<file path="src/fbps_pkg.sv">
`default_nettype none
package fbps_pkg;

	localparam int BUFFER_DEPTH = 16;
	localparam int IDX_W = (BUFFER_DEPTH > 1) ? $clog2(BUFFER_DEPTH) : 1;
	localparam int CNT_W = $clog2(BUFFER_DEPTH + 1);
	localparam int SUM_W = CNT_W + 1;

	localparam int TIME_W = 32;
	localparam int SVC_W = 16;
	localparam int LIMIT_W = 5;
	localparam logic [LIMIT_W-1:0] LIMIT_RESET = LIMIT_W'(16);

	// controller -> datapath
	typedef struct packed {
		logic load;    // capture a new item
		logic pop;     // retire the oldest ring entry
		logic commit;  // decide accept or drop, write the result
	} cmd_t;

	// datapath -> controller
	typedef struct packed {
		logic pop_ok;  // oldest entry finishes at or before the arrival
	} status_t;

endpackage
`default_nettype wire

</file>
<file path="src/fbps_ctrl.sv">
`default_nettype none
module fbps_ctrl (
	input  wire logic           clk,
	input  wire logic           arst_n,
	input  wire logic           in_valid,
	output logic                in_stall,
	output logic                out_valid,
	input  wire logic           out_stall,
	input  wire fbps_pkg::status_t sts,
	output fbps_pkg::cmd_t      cmd
);

	typedef enum logic [1:0] {
		S_IDLE   = 2'b01,
		S_RETIRE = 2'b10
	} state_t;

	state_t state_q;
	logic   out_valid_q;
	logic   out_free;

	assign out_free  = !out_valid_q || !out_stall;
	assign in_stall  = (state_q != S_IDLE);
	assign out_valid = out_valid_q;

	always_comb begin
		cmd = '0;
		case (state_q)
			S_IDLE: begin
				cmd.load = in_valid;
			end
			S_RETIRE: begin
				if (sts.pop_ok) begin
					cmd.pop = 1'b1;
				end else if (out_free) begin
					cmd.commit = 1'b1;
				end
			end
			default: begin
				cmd = '0;
			end
		endcase
	end

	always_ff @(posedge clk or negedge arst_n) begin
		if (!arst_n) begin
			state_q     <= S_IDLE;
			out_valid_q <= 1'b0;
		end else begin
			case (state_q)
				S_IDLE: begin
					if (in_valid) state_q <= S_RETIRE;
				end
				S_RETIRE: begin
					if (cmd.commit) state_q <= S_IDLE;
				end
				default: begin
					state_q <= S_IDLE;
				end
			endcase
			if (cmd.commit) begin
				out_valid_q <= 1'b1;
			end else if (!out_stall) begin
				out_valid_q <= 1'b0;
			end
		end
	end

	a_cmd_exclusive: assert property (@(posedge clk) disable iff (!arst_n)
		!(cmd.pop && cmd.commit))
		else $error("pop and commit in the same cycle");

	a_commit_free: assert property (@(posedge clk) disable iff (!arst_n)
		cmd.commit |-> (!out_valid_q || !out_stall))
		else $error("commit would overwrite a pending result");

	a_accept_retire: assert property (@(posedge clk) disable iff (!arst_n)
		(in_valid && !in_stall) |=> (state_q == S_RETIRE && !in_stall == 1'b0))
		else $error("accepted item did not enter retirement");

	a_commit_valid: assert property (@(posedge clk) disable iff (!arst_n)
		cmd.commit |=> (out_valid_q && state_q == S_IDLE))
		else $error("commit did not present a result");

endmodule
`default_nettype wire

</file>
<file path="src/fbps_dp.sv">
`default_nettype none
module fbps_dp (
	input  wire logic                            clk,
	input  wire logic                            arst_n,
	input  wire fbps_pkg::cmd_t                  cmd,
	output fbps_pkg::status_t                    sts,
	input  wire logic                            cfg_we,
	input  wire logic [fbps_pkg::LIMIT_W-1:0]    cfg_limit,
	input  wire logic [fbps_pkg::TIME_W-1:0]     arrival_tick,
	input  wire logic [fbps_pkg::SVC_W-1:0]      service_time,
	output logic                                 dropped,
	output logic [fbps_pkg::TIME_W-1:0]          start_tick
);

	logic [fbps_pkg::TIME_W-1:0]  ring_q [fbps_pkg::BUFFER_DEPTH];
	logic [fbps_pkg::IDX_W-1:0]   head_q;
	logic [fbps_pkg::CNT_W-1:0]   count_q;
	logic [fbps_pkg::TIME_W-1:0]  last_finish_q;
	logic [fbps_pkg::LIMIT_W-1:0] limit_q;
	logic [fbps_pkg::TIME_W-1:0]  arrival_q;
	logic [fbps_pkg::SVC_W-1:0]   service_q;
	logic                         dropped_q;
	logic [fbps_pkg::TIME_W-1:0]  start_q;

	logic                         full;
	logic [fbps_pkg::TIME_W-1:0]  start_c;
	logic [fbps_pkg::TIME_W:0]    finish_sum;
	logic [fbps_pkg::TIME_W-1:0]  finish_c;
	logic [fbps_pkg::SUM_W-1:0]   tail_sum;
	logic [fbps_pkg::SUM_W-1:0]   tail_wrap;
	logic [fbps_pkg::IDX_W-1:0]   tail_idx;
	logic [fbps_pkg::IDX_W-1:0]   head_next;

	assign sts.pop_ok = (count_q != '0) && (ring_q[head_q] <= arrival_q);

	// count never exceeds the depth, so this also caps the limit at the depth
	assign full = (32'(count_q) >= 32'(limit_q)) ||
		(32'(count_q) >= 32'(fbps_pkg::BUFFER_DEPTH));

	assign start_c    = (arrival_q > last_finish_q) ? arrival_q : last_finish_q;
	assign finish_sum = {1'b0, start_c} + (fbps_pkg::TIME_W + 1)'(service_q);
	assign finish_c   = finish_sum[fbps_pkg::TIME_W] ? '1 : finish_sum[fbps_pkg::TIME_W-1:0];

	assign tail_sum  = fbps_pkg::SUM_W'(head_q) + fbps_pkg::SUM_W'(count_q);
	assign tail_wrap = (tail_sum >= fbps_pkg::SUM_W'(fbps_pkg::BUFFER_DEPTH)) ?
		tail_sum - fbps_pkg::SUM_W'(fbps_pkg::BUFFER_DEPTH) : tail_sum;
	assign tail_idx  = tail_wrap[fbps_pkg::IDX_W-1:0];

	assign head_next = (32'(head_q) == 32'(fbps_pkg::BUFFER_DEPTH - 1)) ?
		'0 : head_q + fbps_pkg::IDX_W'(1);

	assign dropped    = dropped_q;
	assign start_tick = start_q;

	always_ff @(posedge clk or negedge arst_n) begin
		if (!arst_n) begin
			head_q        <= '0;
			count_q       <= '0;
			last_finish_q <= '0;
			limit_q       <= fbps_pkg::LIMIT_RESET;
		end else begin
			if (cfg_we) limit_q <= cfg_limit;
			if (cmd.pop) begin
				head_q  <= head_next;
				count_q <= count_q - fbps_pkg::CNT_W'(1);
			end else if (cmd.commit && !full) begin
				count_q       <= count_q + fbps_pkg::CNT_W'(1);
				last_finish_q <= finish_c;
			end
		end
	end

	always_ff @(posedge clk) begin
		if (cmd.load) begin
			arrival_q <= arrival_tick;
			service_q <= service_time;
		end
		if (cmd.commit) begin
			dropped_q <= full;
			start_q   <= full ? '0 : start_c;
			if (!full) ring_q[tail_idx] <= finish_c;
		end
	end

endmodule
`default_nettype wire

</file>
<file path="src/finite_buffer_packet_scheduler.sv">
// Flow: an accepted item is captured, then the ring entries that finish at or
//   before its arrival retire one per cycle, then the item is decided and its
//   result registered; a held result that stalls the output delays the decision.
//   A new item is taken only once the previous one has been decided.
// Reset: arst_n clears the ring (head, count), last finish time and output
//   valid, and loads a buffer limit of 16.
`default_nettype none
module finite_buffer_packet_scheduler (
	input  wire logic                          clk,
	input  wire logic                          arst_n,
	// input items
	input  wire logic                          in_valid,
	output logic                               in_stall,
	input  wire logic [fbps_pkg::TIME_W-1:0]   arrival_tick,
	input  wire logic [fbps_pkg::SVC_W-1:0]    service_time,
	// result items
	output logic                               out_valid,
	input  wire logic                          out_stall,
	output logic                               dropped,
	output logic [fbps_pkg::TIME_W-1:0]        start_tick,
	// buffer limit register
	input  wire logic                          cfg_valid,
	output logic                               cfg_ready,
	input  wire logic [fbps_pkg::LIMIT_W-1:0]  buffer_limit
);

	fbps_pkg::cmd_t    cmd;
	fbps_pkg::status_t sts;

	// Always ready. Writes must come only while idle; the block does not check.
	assign cfg_ready = 1'b1;

	// Sequence each item: capture it, retire expired entries one per cycle,
	// then decide and hold the result in the output register.
	fbps_ctrl u_ctrl (
		.clk       (clk),
		.arst_n    (arst_n),
		.in_valid  (in_valid),
		.in_stall  (in_stall),
		.out_valid (out_valid),
		.out_stall (out_stall),
		.sts       (sts),
		.cmd       (cmd)
	);

	// Hold the finish-time ring, the last finish time and the result register.
	fbps_dp u_dp (
		.clk          (clk),
		.arst_n       (arst_n),
		.cmd          (cmd),
		.sts          (sts),
		.cfg_we       (cfg_valid && cfg_ready),
		.cfg_limit    (buffer_limit),
		.arrival_tick (arrival_tick),
		.service_time (service_time),
		.dropped      (dropped),
		.start_tick   (start_tick)
	);

endmodule
`default_nettype wire

</file>
<file path="config.mk">
export PLATFORM = sky130hd
export DESIGN_NAME = finite_buffer_packet_scheduler
export DESIGN_NICKNAME = d
export VERILOG_FILES = /design/src/fbps_pkg.sv /design/src/fbps_ctrl.sv /design/src/fbps_dp.sv /design/src/finite_buffer_packet_scheduler.sv
export SDC_FILE = /design/constraint.sdc
export NUM_CORES = 1
export LEC_CHECK = 0
export BUFFER_PORTS_ARGS = -buffer_cell sky130_fd_sc_hd__clkbuf_2
export CORE_ASPECT_RATIO = 1.1
export CORE_MARGIN = 1
export CORE_UTILIZATION = 25
export DETAILED_ROUTE_END_ITERATION = 12
export SETUP_SLACK_MARGIN = 0.15
export SLEW_MARGIN = 20
export SYNTH_ARGS = -nofsm -noshare
export SYNTH_HDL_FRONTEND = slang
export SYNTH_SLANG_ARGS = --single-unit
</file>
<file path="constraint.sdc">
create_clock -name clk -period 16.2 [get_ports clk]
set_input_delay 0.81 -clock clk [delete_from_list [all_inputs] [get_ports clk]]
set_output_delay 0.81 -clock clk [all_outputs]
set_load 0.05 [all_outputs]
</file>
==> run_results.csv <==
group,metric,value,unit
setup_path,crit_path_max_incr_delay,940,ps
clocking,numCtsBuffers,61,
sta,timing.final.crit_share,48.3,%
status,outcome,"finished clean",
power,powerDensity,193,nW/µm²
clocking,clock-sinks,642,
clocking,cts.clk_slew.worst_paths,70,ps
sta,relSlewSlack,25.0,%
setup_path,cp_cell_sequence,"buf_4 -> buf_6 -> mux4_2 -> mux4_2 -> ha_1 -> nand3_1 -> nor2_1 -> a211oi_1 -> o21ai_0 -> a221o_1 -> o211a_1 -> and2_4 -> nand3_1 -> nor2_4 -> buf_4",
sta,setup_tns,0,ps
yosys,synthFlopType,"edfxtp_1",
power,clkPwrFrac,23.2,%
sta,hold_viol,0,
global_routing,grt_busiest_layer,"met2",
yosys,synthDistinctLibCells,80,
floorplan,die_area,113000,µm²
setup_path,reg2reg_depth,15,
placement,place_area,30400,µm²
power,p_leak,0.0107,µW
clocking,htree_levels,2,
yosys,ys.warnings.count,0,
sta,fin_crit,7820,ps
yosys,syn-cell-area,28000,µm²
setup_path,path_class,"register to register",
yosys,syn_avg_cell_area,17.2,µm²
sta,holdWs,304,ps
final_layout,fin_util,29.2,%
global_routing,grt_pass1_vias,16000,
final_layout,area_delta_synth_final,15.7,%
detailed_routing,routed_wl,70.0,mm
setup_path,cp_slowest_cell,"dfrtp_4",
power,power_frac_seq,40.6,%
global_routing,met2_usage,20.9,%
sta,slew_viol_final,0,
yosys,syn-num-nets,1778,
sta,skew,31.3,ps
clocking,clk_latency,640,ps
clocking,ctsLongestPathBuffers,3,
yosys,async_flop_share,7.63,%
sta,grt_setup_unrepaired,"no",
detailed_routing,firstDrtPassIters,5,
global_routing,grt_util_met3,2.04,%
setup_path,cp-end-kind,"register",
setup_path,critPathLaunchType,"register",
power,p_int,3990,µW
clocking,cts_resized,0,
global_routing,grt_pass1_wl,105,mm
clocking,root_buffer,"clkbuf_16",
detailed_routing,wire_per_inst,21.4,µm
clocking,cts_setup_buffers,0,
clocking,cts_tree,"yes",
clocking,hold_buffers,0,
placement,hpwl,44.7,mm
placement,gp_congestion,0.835,
setup_path,critical_path.max_fanout,52,
global_routing,grtUsageMet1,16.0,%
setup_path,worstPathRequired,16500,ps
detailed_routing,drt_iter0_markers,1480,
power,ir_worst_vdd,0.115,mV
final_layout,fillers,10900,
detailed_routing,ant_nets,0,
global_routing,grt_max_degree,83,
detailed_routing,drc,0,
floorplan,start_util,25.3,%
floorplan,die_h,353,µm
final_layout,final_nets,1888,
final_layout,drive_gt1_share,25.0,%
final_layout,num_antenna_cells,0,
detailed_routing,num_vias,15400,
yosys,ys_seq_area_share,67.9,%
floorplan,die_w,321,µm
final_layout,postLayoutCellArea,32400,µm²
power,p_switching,2260,µW
floorplan,core_area,111000,µm²
floorplan,num_io_pins,94,
sta,finalSetupViolCount,0,
yosys,synth_edf_count,593,
sta,worstMarginPinSlew,1120,ps
global_routing,antenna_found_initial,0,
global_routing,grtUsageTotal,12.2,%
placement,port_buffers,92,
yosys,netlist_instances,1625,
min_path,min_path_type,"input pin to async pin",
sta,fmax,0.128,GHz
detailed_routing,via_per_inst,4.68,
flow_run,drv_cap,0,
floorplan,num_rows,128,
global_routing,overflow,0,
power,sw_frac_of_total,36.2,%
yosys,synth_seq_cells,642,
power,pwr-share-comb,36.3,%
setup_path,arrival,8120,ps
[worst max-delay path: cells and delay by family, from the launching register on]
family          cells  cell delay [ps]
simple gates        5             1980
buf+inv             3             1930
mux                 2             1110
compound gates      4             1040
flops               1              940
fa+ha+maj           1              330
[final timing paths]
path                       slack (ps)        startpoint                     to
max                              8380    u_dp.head_q[0]      u_dp.ring_q[7][4]
min                               300            arst_n  u_dp.last_finish_q[9]
max reg2reg                      8380    u_dp.head_q[0]      u_dp.ring_q[7][4]
min reg2reg                       530   u_dp.limit_q[0]        u_dp.limit_q[0]
max in group asynchronous       15290            arst_n         u_dp.head_q[0]
min in group clk                  350  arrival_tick[28]     u_dp.arrival_q[28]
[cells by family after synthesis]
kind of cell,count (synthesis),share of synthesized area (%)
xor gates and xnor gates,35,1.09
DFF,642,67.9
adders and majority gates,95,4.32
AOI/OAI and AO/OA,207,4.82
and+or+nand+nor,306,5.54
buffers and inverters,157,2.46
muxes,182,13.8
other,1,0.0134
[sequential cells by signal, summed over array words and instances (netlist names)]
name / cells
u_dp.ring_q: 512
u_dp.arrival_q: 32
u_dp.last_finish_q: 32
u_dp.start_tick: 32
u_dp.service_q: 16
u_dp.count_q: 5
u_dp.limit_q: 5
u_dp.head_q: 4
u_ctrl.state_q: 2
u_ctrl.out_valid: 1
u_dp.dropped: 1
[final cells by class]
type / count / area, µm² / share of cell area, %
flip-flops and latches: 642 / 19000 / 58.7
multi-input cells: 826 / 8470 / 26.1
well taps: 1495 / 1870 / 5.77
clock buffers: 73 / 1610 / 4.98
repair buffers: 122 / 709 / 2.19
clock inverters: 40 / 412 / 1.27
inverters: 82 / 310 / 0.957
[per-layer routing]
| layer | routed length [µm] | part of all wire (%) |
|---|---|---|
| met1 | 28500 | 41 |
| met2 | 35000 | 50 |
| met3 | 5000 | 7.1 |
| met4 | 1550 | 2.2 |
| met5 | 0 | 0 |
[per-stage QoR]
stage | instances | total power [µW] | worst slack, ps
floorplan | 1625 | 4070 | 10210
global placement | 3166 | 4770 | 8100
detailed placement | 3166 | 4840 | 7960
CTS | 3279 | 6290 | 7920
global route | 3280 | 6580 | 7790
finish | 3280 | 6260 | 8380
[synth_stat cells (4+ instances only)]
cell | n | area, µm²
a211oi_1 | 8 | 60.1
a21o_1 | 11 | 82.6
a21oi_1 | 53 | 265
a22oi_1 | 11 | 82.6
a311oi_1 | 5 | 43.8
a31oi_1 | 18 | 113
buf_1 | 12 | 45.0
buf_2 | 14 | 70.1
buf_4 | 6 | 45.0
buf_6 | 8 | 90.1
clkbuf_1 | 34 | 128
dfrtp_1 | 47 | 1180
edfxtp_1 | 593 | 17800
ha_1 | 92 | 1150
inv_1 | 80 | 300
mux2_2 | 6 | 67.6
mux2_4 | 7 | 105
mux2i_1 | 8 | 80.1
mux4_2 | 160 | 3600
nand2_1 | 88 | 330
nand2b_1 | 14 | 87.6
nand3_1 | 31 | 155
nand4_1 | 25 | 156
nor2_1 | 74 | 278
nor2b_1 | 21 | 131
nor3_1 | 17 | 85.1
nor4_1 | 12 | 75.1
nor4_4 | 4 | 85.1
o21a_1 | 4 | 30.0
o21ai_0 | 46 | 230
o21ai_1 | 7 | 35.0
o31ai_1 | 5 | 37.5
xnor2_1 | 22 | 193
xor2_1 | 13 | 114
[cell usage in the layout (no fill, tap or decap), types with 11 or more instances in the layout]
cell / instances
nand2_1: 88
nor2b_1: 21
buf_4: 28
clkbuf_2: 92
inv_1: 79
ha_1: 92
xor2_1: 13
nand2b_1: 14
nand4_1: 25
o21ai_0: 46
xnor2_1: 22
edfxtp_1: 593
a21oi_1: 50
dfrtp_1: 43
a22oi_1: 11
nor3_1: 17
nor2_1: 58
clkbuf_16: 63
nor4_1: 12
a21o_1: 11
nor2_4: 17
mux4_2: 160
nand3_1: 31
a31oi_1: 18
[power by group through the flow]
stage	Combinational, µW	Clock (µW)	Sequential [µW]
finish	2270	1450	2540
CTS	2270	1480	2540
global route	2480	1540	2550
global placement	2190	0	2570
floorplan	1570	0	2500
detailed placement	2270	0	2570
No activity file was read; power rests on OpenSTA's default activity.
